--- src/rtl/gapf_pkg.sv ---
// Shared types, codes and constants of the grid A* path finder.
package gapf_pkg;

   localparam int DEF_MAX_WIDTH  = 64;
   localparam int DEF_MAX_HEIGHT = 64;

   localparam int CSR_IDX_W  = 2;
   localparam int CSR_DATA_W = 7;

   localparam logic [CSR_IDX_W-1:0] CSR_GRID_WIDTH  = 2'd0;
   localparam logic [CSR_IDX_W-1:0] CSR_GRID_HEIGHT = 2'd1;
   localparam logic [CSR_IDX_W-1:0] CSR_DEST_X      = 2'd2;
   localparam logic [CSR_IDX_W-1:0] CSR_DEST_Y      = 2'd3;

   localparam logic [6:0] GRID_DIM_RESET = 7'd64;

   localparam logic [1:0] OP_LOAD   = 2'd0;
   localparam logic [1:0] OP_SEARCH = 2'd1;
   localparam logic [1:0] OP_STEP   = 2'd2;
   localparam logic [1:0] OP_UNUSED = 2'd3;

   localparam logic [2:0] ST_LOADED    = 3'd0;
   localparam logic [2:0] ST_FOUND     = 3'd1;
   localparam logic [2:0] ST_AT_DEST   = 3'd2;
   localparam logic [2:0] ST_NO_PATH   = 3'd3;
   localparam logic [2:0] ST_EXHAUSTED = 3'd4;

   localparam logic [2:0] DIR_NONE  = 3'd0;
   localparam logic [2:0] DIR_NORTH = 3'd1;
   localparam logic [2:0] DIR_SOUTH = 3'd2;
   localparam logic [2:0] DIR_EAST  = 3'd3;
   localparam logic [2:0] DIR_WEST  = 3'd4;

   localparam logic [1:0] NB_NORTH = 2'd0;
   localparam logic [1:0] NB_SOUTH = 2'd1;
   localparam logic [1:0] NB_WEST  = 2'd2;
   localparam logic [1:0] NB_EAST  = 2'd3;

   localparam int G_WEIGHT = 1000;
   localparam int H_WEIGHT = 1001;

   typedef struct packed {
      logic [1:0] opcode;
      logic [5:0] cell_x;
      logic [5:0] cell_y;
      logic       blocked;
   } req_type;

   typedef struct packed {
      logic [2:0]  status;
      logic [5:0]  step_x;
      logic [5:0]  step_y;
      logic [2:0]  direction;
      logic [12:0] path_length;
   } rsp_type;

   typedef struct packed {
      logic       latch_req;
      logic       load_blk;
      logic       count_clear;
      logic       clr_start;
      logic       clr_write;
      logic       start_write;
      logic       scan_start;
      logic       scan_issue;
      logic       close_best;
      logic       nb_set;
      logic       nb_next;
      logic       nb_issue;
      logic       nb_write;
      logic       path_first;
      logic       path_push;
      logic       path_follow;
      logic       pop_issue;
      logic       rsp_load;
      logic       rsp_from_pop;
      logic [2:0] rsp_status;
   } cmd_type;

   typedef struct packed {
      logic [1:0] req_op;
      logic       req_same;
      logic       req_out;
      logic       count_zero;
      logic       count_full;
      logic       clr_last;
      logic       scan_last;
      logic       scan_busy;
      logic       best_any;
      logic       best_is_dest;
      logic       nb_ok;
      logic       nb_last;
      logic       cur_is_start;
   } sts_type;

endpackage

--- src/rtl/gapf_ctrl.sv ---
// Sequencer of the grid A* path finder: decodes words and steps the search.
module gapf_ctrl (
   input  logic              clock,
   input  logic              reset,
   input  logic              req_valid,
   output logic              req_stall,
   output logic              rsp_valid,
   input  logic              rsp_stall,
   input  gapf_pkg::sts_type sts,
   output gapf_pkg::cmd_type cmd
);
   import gapf_pkg::*;

   localparam logic [3:0] S_IDLE      = 4'd0;
   localparam logic [3:0] S_CLEAR     = 4'd1;
   localparam logic [3:0] S_INIT      = 4'd2;
   localparam logic [3:0] S_SCAN      = 4'd3;
   localparam logic [3:0] S_DRAIN     = 4'd4;
   localparam logic [3:0] S_NB_RD     = 4'd5;
   localparam logic [3:0] S_NB_WR     = 4'd6;
   localparam logic [3:0] S_PATH_CHK  = 4'd7;
   localparam logic [3:0] S_PATH_WAIT = 4'd8;
   localparam logic [3:0] S_STEP      = 4'd9;

   logic [3:0] state_ff, state_in;
   logic       rsp_valid_ff, rsp_valid_in;
   logic       slot_ok;

   assign slot_ok   = !rsp_valid_ff || !rsp_stall;
   assign req_stall = !((state_ff == S_IDLE) && slot_ok);
   assign rsp_valid = rsp_valid_ff;

   always_comb begin
      cmd      = '0;
      state_in = state_ff;
      case (state_ff)
         S_IDLE: begin
            if (req_valid && slot_ok) begin
               cmd.latch_req = 1'b1;
               case (sts.req_op)
                  OP_LOAD: begin
                     cmd.load_blk   = 1'b1;
                     cmd.rsp_load   = 1'b1;
                     cmd.rsp_status = ST_LOADED;
                  end
                  OP_SEARCH: begin
                     cmd.count_clear = 1'b1;
                     if (sts.req_same) begin
                        cmd.rsp_load   = 1'b1;
                        cmd.rsp_status = ST_AT_DEST;
                     end else if (sts.req_out) begin
                        cmd.rsp_load   = 1'b1;
                        cmd.rsp_status = ST_NO_PATH;
                     end else begin
                        cmd.clr_start = 1'b1;
                        state_in      = S_CLEAR;
                     end
                  end
                  OP_STEP: begin
                     if (sts.count_zero) begin
                        cmd.rsp_load   = 1'b1;
                        cmd.rsp_status = ST_EXHAUSTED;
                     end else begin
                        cmd.pop_issue = 1'b1;
                        state_in      = S_STEP;
                     end
                  end
                  default: ;
               endcase
            end
         end
         S_CLEAR: begin
            cmd.clr_write = 1'b1;
            if (sts.clr_last) state_in = S_INIT;
         end
         S_INIT: begin
            cmd.start_write = 1'b1;
            cmd.scan_start  = 1'b1;
            state_in        = S_SCAN;
         end
         S_SCAN: begin
            cmd.scan_issue = 1'b1;
            if (sts.scan_last) state_in = S_DRAIN;
         end
         S_DRAIN: begin
            if (!sts.scan_busy) begin
               if (!sts.best_any) begin
                  cmd.rsp_load   = 1'b1;
                  cmd.rsp_status = ST_NO_PATH;
                  state_in       = S_IDLE;
               end else if (sts.best_is_dest) begin
                  cmd.path_first = 1'b1;
                  state_in       = S_PATH_CHK;
               end else begin
                  cmd.close_best = 1'b1;
                  cmd.nb_set     = 1'b1;
                  state_in       = S_NB_RD;
               end
            end
         end
         S_NB_RD: begin
            if (sts.nb_ok) begin
               cmd.nb_issue = 1'b1;
               state_in     = S_NB_WR;
            end else if (sts.nb_last) begin
               cmd.scan_start = 1'b1;
               state_in       = S_SCAN;
            end else begin
               cmd.nb_next = 1'b1;
            end
         end
         S_NB_WR: begin
            cmd.nb_write = 1'b1;
            if (sts.nb_last) begin
               cmd.scan_start = 1'b1;
               state_in       = S_SCAN;
            end else begin
               cmd.nb_next = 1'b1;
               state_in    = S_NB_RD;
            end
         end
         S_PATH_CHK: begin
            if (sts.cur_is_start || sts.count_full) begin
               cmd.rsp_load   = 1'b1;
               cmd.rsp_status = ST_FOUND;
               state_in       = S_IDLE;
            end else begin
               cmd.path_push = 1'b1;
               state_in      = S_PATH_WAIT;
            end
         end
         S_PATH_WAIT: begin
            cmd.path_follow = 1'b1;
            state_in        = S_PATH_CHK;
         end
         S_STEP: begin
            cmd.rsp_load     = 1'b1;
            cmd.rsp_from_pop = 1'b1;
            cmd.rsp_status   = ST_FOUND;
            state_in         = S_IDLE;
         end
         default: state_in = S_IDLE;
      endcase
   end

   always_comb begin
      rsp_valid_in = rsp_valid_ff;
      if (cmd.rsp_load) rsp_valid_in = 1'b1;
      else if (!rsp_stall) rsp_valid_in = 1'b0;
   end

   always_ff @(posedge clock) begin
      if (reset) begin
         state_ff     <= S_IDLE;
         rsp_valid_ff <= 1'b0;
      end else begin
         state_ff     <= state_in;
         rsp_valid_ff <= rsp_valid_in;
      end
   end

endmodule

--- config.mk ---
export PLATFORM = sky130hd
export DESIGN_NAME = gapf_ctrl
export DESIGN_NICKNAME = d
export VERILOG_FILES = /design/src/rtl/gapf_pkg.sv /design/src/rtl/gapf_ctrl.sv
export SDC_FILE = /design/constraint.sdc
export NUM_CORES = 1
export LEC_CHECK = 0
export ABC_AREA = 1
export BUFFER_PORTS_ARGS = -buffer_cell sky130_fd_sc_hd__buf_2
export CORE_MARGIN = 4
export CORE_UTILIZATION = 44
export CTS_CLUSTER_DIAMETER = 150
export DETAILED_ROUTE_END_ITERATION = 8
export PLACE_DENSITY = 0.79
export SLEW_MARGIN = 20
export SYNTH_ARGS = -nofsm -noshare
export SYNTH_HDL_FRONTEND = slang
export SYNTH_SLANG_ARGS = --single-unit
--- constraint.sdc ---
create_clock -name clock -period 1.5 [get_ports clock]
set_input_delay 0.3 -clock clock [delete_from_list [all_inputs] [get_ports clock]]
set_output_delay 0.3 -clock clock [all_outputs]
set_load 0.005 [all_outputs]
Yosys cells after proc, flatten, opt, wreduce, memory -nomap -nowiden
Cells that the tools add are included.
W data, S select, Z words.
{"block": "word_totals", "latchBits": 0, "reg_bits": 5, "elab_cells": 101, "rom_bits": 0, "output_inout_bits": 24, "mem_bits_rw": 0, "in_bits": 18, "n_memories": 0}
{"block": "classes", "div": 0, "n_bitwise": 0, "order_cmp": 0, "mul": 0, "addsub": 0, "eq_ne": 21, "n_reduce_logical": 10, "muxes": 68, "n_shift": 0}
{"cell": "$mux W4", "count": 13}
{"cell": "$pmux W4 S9", "count": 1}
{"cell": "$mux W1", "count": 33}
{"cell": "$mux W2", "count": 11}
{"cell": "$eq A4 B3 Y1 const B", "count": 4}
{"cell": "$ne A3 B3 Y1 const B", "count": 4}
{"cell": "$pmux W3 S4", "count": 1}
{"cell": "$mux W3", "count": 3}
{"cell": "$reduce_and A9 Y1", "count": 1}
{"cell": "$eq A4 B2 Y1 const B", "count": 2}
{"cell": "$eq A4 B4 Y1 const B", "count": 2}
{"cell": "$pmux W4 S2", "count": 1}
{"cell": "$ne A2 B2 Y1 const B", "count": 3}
{"cell": "$pmux W1 S3", "count": 2}
{"cell": "$pmux W3 S2", "count": 1}
{"cell": "$eq A4 B1 Y1 const B", "count": 1}
{"cell": "$logic_not A4 Y1", "count": 1}
{"cell": "$ne A2 B1 Y1 const B", "count": 2}
{"cell": "$pmux W1 S4", "count": 1}
{"cell": "$logic_not A1 Y1", "count": 3}
{"cell": "$ne A3 B1 Y1 const B", "count": 1}
{"cell": "$eq A2 B1 Y1 const B", "count": 1}
{"cell": "$eq A2 B2 Y1 const B", "count": 1}
{"cell": "$logic_and A1 B1 Y1", "count": 2}
{"cell": "3 further kinds", "count": 4}

Longest topological paths before layout
Gate-level depths: netlist (run 1).
{"block": "logic_depth", "word_depth": 6, "depth_mapped": 11, "mapped_depth_nobuf": 11}

Worst setup path before layout (run 1)
OpenSTA, ideal clock, no wires.
{"block": "synth_path", "path_type": "register to output", "startpoint": "register state_ff[2]", "endpoint": "output port cmd[13] (netlist bit)", "required_ns": 1.200, "path_buffers": 1, "path_stages_with_launch": 6, "arrival_ns": 1.163, "slack_ns": 0.037, "path_cell_list": "dfxtp_1 nand2_2 nor2_2 nand2_1 nor3_1 buf_4"}
{"element": "start, declared", "line": "gapf_ctrl.sv:25", "source": "logic [3:0] state_ff, state_in;"}
{"element": "start signal, assigned", "line": "gapf_ctrl.sv:157", "source": "state_ff <= state_in;"}
{"element": "end, declared", "line": "gapf_ctrl.sv:10", "source": "output gapf_pkg::cmd_type cmd"}

==> impl_metrics.env, run 1 <==
export IMPL_status="finished, violations left"
export IMPL_failed_checks="negative setup slack"
export IMPL_vdd_drop_max_mv=1.01
export IMPL_cts_htree_levels=1
export IMPL_synth_cells=144
export IMPL_grt_most_used_layer="met2"
export IMPL_cp_max_fo=5
export IMPL_syn2layout_area_growth_pct=84.2
export IMPL_yosysWarnings=0
export IMPL_maxSlewViolCount=0
export IMPL_p_per_area_nw_per_um2=1220
export IMPL_layout_setup_ws_ns=-0.184
export IMPL_fin_cells=239
export IMPL_start_util_pct=49.1
export IMPL_synth_lib_cells_used_distinct=20
export IMPL_finalCriticalPeriod_ns=1.68
export IMPL_drtPass1Iterations=4
export IMPL_cts_buffer_depth=2
export IMPL_synthesis_area_sq_um=782
export IMPL_hold_class="in2reg"
export IMPL_io_buffers=41
export IMPL_gr_usage_all_layers_pct=23.7
export IMPL_synth_edff_count=0
export IMPL_worstMarginPinSlew_ns=0.207
export IMPL_clkTransAtPathRegs_ns=0.05
export IMPL_finalSetupViolations=17
export IMPL_worstPathArrival_ns=1.38
export IMPL_fp_dieH_um=50.2
export IMPL_grt_util_met3_pct=3.25
export IMPL_core_area_sq_um=1590
export IMPL_crit_type="reg2out"
export IMPL_dr_first_iter_drc_count=61
export IMPL_multi_input_area_sq_um=711
export IMPL_cts_tree="done"
export IMPL_cts_buffers=3
export IMPL_slew_headroom_pct=86.1
export IMPL_p_leak_nw=0.879
export IMPL_fmax_mhz=594
export IMPL_wl_um=3340
export IMPL_overflow=0
export IMPL_die_x_um=50.2
export IMPL_gr_usage_met2_pct=43.5
export IMPL_viasPerCell=5.13
export IMPL_antenna_found_initial=0
export IMPL_clock_latency_ns=0.24
export IMPL_cp_start_kind="flop"
export IMPL_first_global_vias=1129
export IMPL_ys_seq_area_share_pct=12.8
export IMPL_syn_num_nets=166
export IMPL_dr_total_vias=1227
export IMPL_clock_sinks=5
export IMPL_synth_seq_cells=5
export IMPL_syn_area_per_cell_sq_um=5.43
export IMPL_dp_cells=220
export IMPL_dieArea_sq_um=2520
export IMPL_rsz0062_at_grt="yes"
export IMPL_required_ns=1.20
export IMPL_grt_pass1_wl_um=4760
export IMPL_drt_wirelength_per_cell_um=14.0
export IMPL_synth_top_flop_cell="dfxtp_1"
export IMPL_drc=0
export IMPL_ant_nets=0
export IMPL_grt_start_max_net_pins=6
export IMPL_io_pins=42
export IMPL_grtUsageMet1_pct=28.3
export IMPL_num_rows=14
export IMPL_holdWs_ns=0.253
export IMPL_place_congestion=0.932
export IMPL_clock_skew_ns=0.00308
export IMPL_cts_root_buf="clkbuf_4"
export IMPL_finalCritPeriodShare_pct=112
export IMPL_ff_latch_area_sq_um=115
export IMPL_synthArstFlopShare_pct=0
export IMPL_fillCellCount=68
export IMPL_fin_nets=238
export IMPL_dp_hpwl_um=2010
export IMPL_cts_hold_buffers=0
export IMPL_drv_cap=0
export IMPL_antennaDiodeCount=0
export IMPL_end_kind="output pin"
export IMPL_drive_gt1_share_pct=60.0
export IMPL_final_hold_viol_count=0
[cell usage after synthesis, types with 3 or more instances]
cell / instances / area share (%)
inv_1: 26 / 12
nor2_1: 21 / 10
nor2_2: 7 / 5.6
nand2_2: 4 / 3.2
ha_1: 4 / 6.4
dfxtp_1: 5 / 13
nor3_1: 6 / 3.8
nor2_4: 3 / 4.3
inv_2: 4 / 1.9
nand2_1: 37 / 18
nand3_1: 14 / 9.0
[worst max-delay path, stage by stage (launching register included)]
cell	delay, ns
dfxtp_4	0.40
inv_2	0.05
nor2_1	0.18
nand3_1	0.15
nand2_2	0.12
nor2_4	0.05
o21ai_1	0.07
buf_2	0.13
[cells by family after synthesis]
family                   after synthesis  share of synthesized area (%)
AO/OA/AOI/OAI                          5                           3.36
flip-flops                             5                           12.8
adder cells (fa/ha/maj)                4                           6.40
buffers and inverters                 32                           16.3
AND/OR/NAND/NOR                       98                           61.1
[what timing repair did]
item,in CTS,in global routing
buffers inserted,8,7
endpoints found under the setup margin,20,23
pin swaps,9,12
resized for setup,24,36
[state kept, by name, summed over array words and instances (netlist names)]
| register | cells |
|---|---|
| rsp_valid | 1 |
| state_ff | 4 |
[cell usage in the layout, fill, tap and decap left out, types with 2 or more instances in the layout]
| cell | Yosys | routed |
|---|---|---|
| nor3_4 | 0 | 2 |
| buf_6 | 0 | 6 |
| nand3_2 | 2 | 3 |
| ha_1 | 4 | 4 |
| clkbuf_4 | 0 | 3 |
| nand2_2 | 4 | 13 |
| buf_4 | 2 | 23 |
| inv_1 | 26 | 21 |
| nand2_1 | 37 | 26 |
| inv_2 | 4 | 7 |
| nor2_2 | 7 | 6 |
| nand3_4 | 0 | 2 |
| nand3_1 | 14 | 11 |
| nand2_4 | 1 | 3 |
| dfxtp_4 | 0 | 4 |
| nor2_4 | 3 | 9 |
| buf_2 | 0 | 40 |
| nor3_2 | 0 | 4 |
| inv_4 | 0 | 2 |
| nor2_1 | 21 | 16 |
[metal layers]
metal	vias up	share of wire (%)
met3	21	7.4
met1	551	39
li1	581	-
met4	0	5.1
met5	-	0
met2	74	48
[path summary, 6_finish.rpt]
check                              to  slack [ns]  depth (start not counted)                startpoint
min reg2reg  state_ff[0]$_SDFFE_PP0P_        0.59                          2  state_ff[0]$_SDFFE_PP0P_
min          state_ff[3]$_SDFFE_PP0P_        0.25                          2                     reset
max                            cmd[0]       -0.18                          7  state_ff[0]$_SDFFE_PP0P_
max reg2reg  state_ff[0]$_SDFFE_PP0P_       -0.03                         12  state_ff[3]$_SDFFE_PP0P_
[through the flow]
stage	setup slack [ns]	instance area, sq um	setup TNS (ns)	util, %	total power [mW]
detailed placement	-0.0790	1100	-0.0790	69.0	1.19
global placement	-0.0579	1100	-0.0579	69.0	1.18
CTS	-0.148	1260	-0.806	79.3	1.51
finish	-0.184	1440	-1.23	90.3	1.76
global route	-0.247	1440	-2.29	90.3	1.89
floorplan	0.0369	782	0	-	0.835
[layout make-up]
type	count	share of cell area (%)
Sequential cell	5	7.99
Timing Repair Buffer	69	30.6
Tap cell	24	2.09
Inverter	30	8.17
Multi-Input combinational cell	107	49.3
Clock buffer	4	1.82
[power by group]
| part | leakage, nW | internal (mW) | total, mW | switching [mW] |
|---|---|---|---|---|
| clock | 0.0150 | 0.101 | 0.158 | 0.0570 |
| combinational | 0.820 | 0.587 | 1.33 | 0.745 |
| sequential | 0.0438 | 0.188 | 0.267 | 0.0790 |
| total | 0.879 | 0.876 | 1.76 | 0.882 |
(Power assumes the default switching activity.)
==> run 2, diff against run 1 <==
--- a/config.mk
+++ b/config.mk
@@ -7,11 +7,14 @@
 export LEC_CHECK = 0
 export ABC_AREA = 1
 export BUFFER_PORTS_ARGS = -buffer_cell sky130_fd_sc_hd__buf_2
+export CORE_ASPECT_RATIO = 1.2
 export CORE_MARGIN = 4
 export CORE_UTILIZATION = 44
 export CTS_CLUSTER_DIAMETER = 150
 export DETAILED_ROUTE_END_ITERATION = 8
+export GPL_ROUTABILITY_DRIVEN = 1
 export PLACE_DENSITY = 0.79
+export SETUP_SLACK_MARGIN = 0.1
 export SLEW_MARGIN = 20
 export SYNTH_ARGS = -nofsm -noshare
 export SYNTH_HDL_FRONTEND = slang
==> run 2 against run 1 <==
Compared with the run above: the run still ends with negative setup slack left; final cell count shrank 5.0%; critical path depth grew 1; maximum frequency grew 2.4%; flip-flop and latch count is the same; clock power is essentially flat; critical endpoint is now cmd[4]; largest cell class unchanged; largest power group unchanged.
==> impl_metrics.env, run 2 (synthesis results as in run 1) <==
export IMPL_status="finished, violations left"
export IMPL_failed_checks="negative setup slack"
export IMPL_dp_hpwl_um=2010
export IMPL_final_hold_viol_count=0
export IMPL_layout_commonest_cell="buf_2"
export IMPL_overflow=0
export IMPL_final_cell_mix="buf_2, nand2_1, inv_1"
export IMPL_dp_cells=212
export IMPL_cts_tree="done"
export IMPL_p_leak_nw=0.842
export IMPL_num_rows=16
export IMPL_rsz0062_at_grt="yes"
export IMPL_die_x_um=46.5
export IMPL_dpl_cell_area_sq_um=1080
export IMPL_antennaDiodeCount=0
export IMPL_fillCellCount=111
export IMPL_slew_headroom_pct=84.6
export IMPL_antenna_found_initial=0
export IMPL_worstMarginPinSlew_ns=0.230
export IMPL_cts_buffers=3
export IMPL_clock_sinks=5
export IMPL_layout_setup_ws_ns=-0.145
export IMPL_finalSetupViolations=16
export IMPL_maxSlewViolCount=0
export IMPL_drt_wirelength_per_cell_um=13.6
export IMPL_drv_cap=0
export IMPL_fmax_mhz=608
export IMPL_largest_register_ffs=4
export IMPL_drc=0
export IMPL_clock_skew_ns=0.00677
export IMPL_fp_dieH_um=54.2
export IMPL_place_congestion=0.925
export IMPL_ant_nets=0
export IMPL_gr_usage_all_layers_pct=24.1
export IMPL_hold_class="in2reg"
export IMPL_fin_cells=227
export IMPL_finalCritPeriodShare_pct=110
export IMPL_drive_gt1_share_pct=56.9
export IMPL_core_area_sq_um=1660
export IMPL_dr_total_vias=1157
export IMPL_finalCriticalPeriod_ns=1.64
export IMPL_viasPerCell=5.10
export IMPL_cts_buffer_depth=2
export IMPL_utilization_pct=81.6
export IMPL_final_cell_area_sq_um=1360
export IMPL_dr_first_iter_drc_count=71
export IMPL_cp_start_kind="flop"
export IMPL_first_global_vias=1065
export IMPL_crit_type="reg2out"
export IMPL_clock_latency_ns=0.24
export IMPL_syn2layout_area_growth_pct=73.4
export IMPL_clkTransAtPathRegs_ns=0.05
export IMPL_fin_nets=232
export IMPL_drtPass1Iterations=4
export IMPL_end_kind="output pin"
export IMPL_io_pins=42
export IMPL_vdd_drop_max_mv=1.24
export IMPL_ff_latch_area_sq_um=115
export IMPL_multi_input_area_sq_um=679
export IMPL_grt_pass1_wl_um=4380
export IMPL_dieArea_sq_um=2520
export IMPL_required_ns=1.20
export IMPL_worstPathArrival_ns=1.34
export IMPL_cts_root_buf="clkbuf_4"
export IMPL_grt_start_max_net_pins=6
export IMPL_cp_max_fo=4
export IMPL_io_buffers=41
export IMPL_wl_um=3090
export IMPL_start_util_pct=47.1
export IMPL_finalPower_mw=1.71
export IMPL_cts_htree_levels=1
export IMPL_top_register="state_ff"
export IMPL_p_per_area_nw_per_um2=1260
## run 2: worst paths after layout
kind	startpoint	end	slack (ns)	cells past startpoint
min	reset	state_ff[3]$_SDFFE_PP0P_	0.25	2
max reg2reg	state_ff[1]$_SDFFE_PP0P_	state_ff[1]$_SDFFE_PP0P_	0	11
max	state_ff[1]$_SDFFE_PP0P_	cmd[4]	-0.14	8
min reg2reg	state_ff[0]$_SDFFE_PP0P_	state_ff[0]$_SDFFE_PP0P_	0.56	2
## run 2: where the power goes
| part | internal (mW) | switching, mW | total (mW) | leakage [nW] |
|---|---|---|---|---|
| Combinational | 0.547 | 0.750 | 1.30 | 0.784 |
| Sequential | 0.188 | 0.0632 | 0.251 | 0.0438 |
| Clock | 0.101 | 0.0566 | 0.157 | 0.0150 |
## run 2: worst max-delay path: stages (launching register included)
cell and delay, ns:
dfxtp_4 0.35, nor2_4 0.13, nand2_2 0.09, nor2_4 0.13, inv_2 0.07, nor2_2 0.09, nand2_1 0.08, nand2_1 0.06
buf_2 0.10
## run 2: timing repair
action | 4_1_cts | 5_1_grt
gates resized for setup | 29 | 20
setup endpoints to repair | 23 | 26
pin swaps | 5 | 8
hold buffers | 0 | 0
setup buffers | 8 | 5
## run 2: per-stage QoR
stage | TNS, ns | setup WS, ns | hold slack [ns]
final | -0.914 | -0.145 | 0.249
after global routing | -2.42 | -0.223 | 0.242
after CTS | -0.762 | -0.107 | 0.240
after detailed placement | -0.0383 | -0.0383 | 0.509
after global placement | -0.00794 | -0.00794 | 0.509
after floorplan | 0 | 0.116 | 0.370
## run 2: final cells by class
class / instances / share of cell area [%]
multi-input cells: 107 / 50.1
repair buffers: 63 / 29.3
flip-flops and latches: 5 / 8.49
inverters: 30 / 8.49
clock buffers: 4 / 1.94
well taps: 18 / 1.66
## run 2: metal layers
layer	wire length (um)	share of wire (%)	up-vias	track usage, %
met3	266	8.6	12	5.69
li1	-	-	570	-
met1	1090	35	507	23.8
met4	123	4.0	0	4.74
met2	1610	52	68	48.6
met5	0	0	-	0
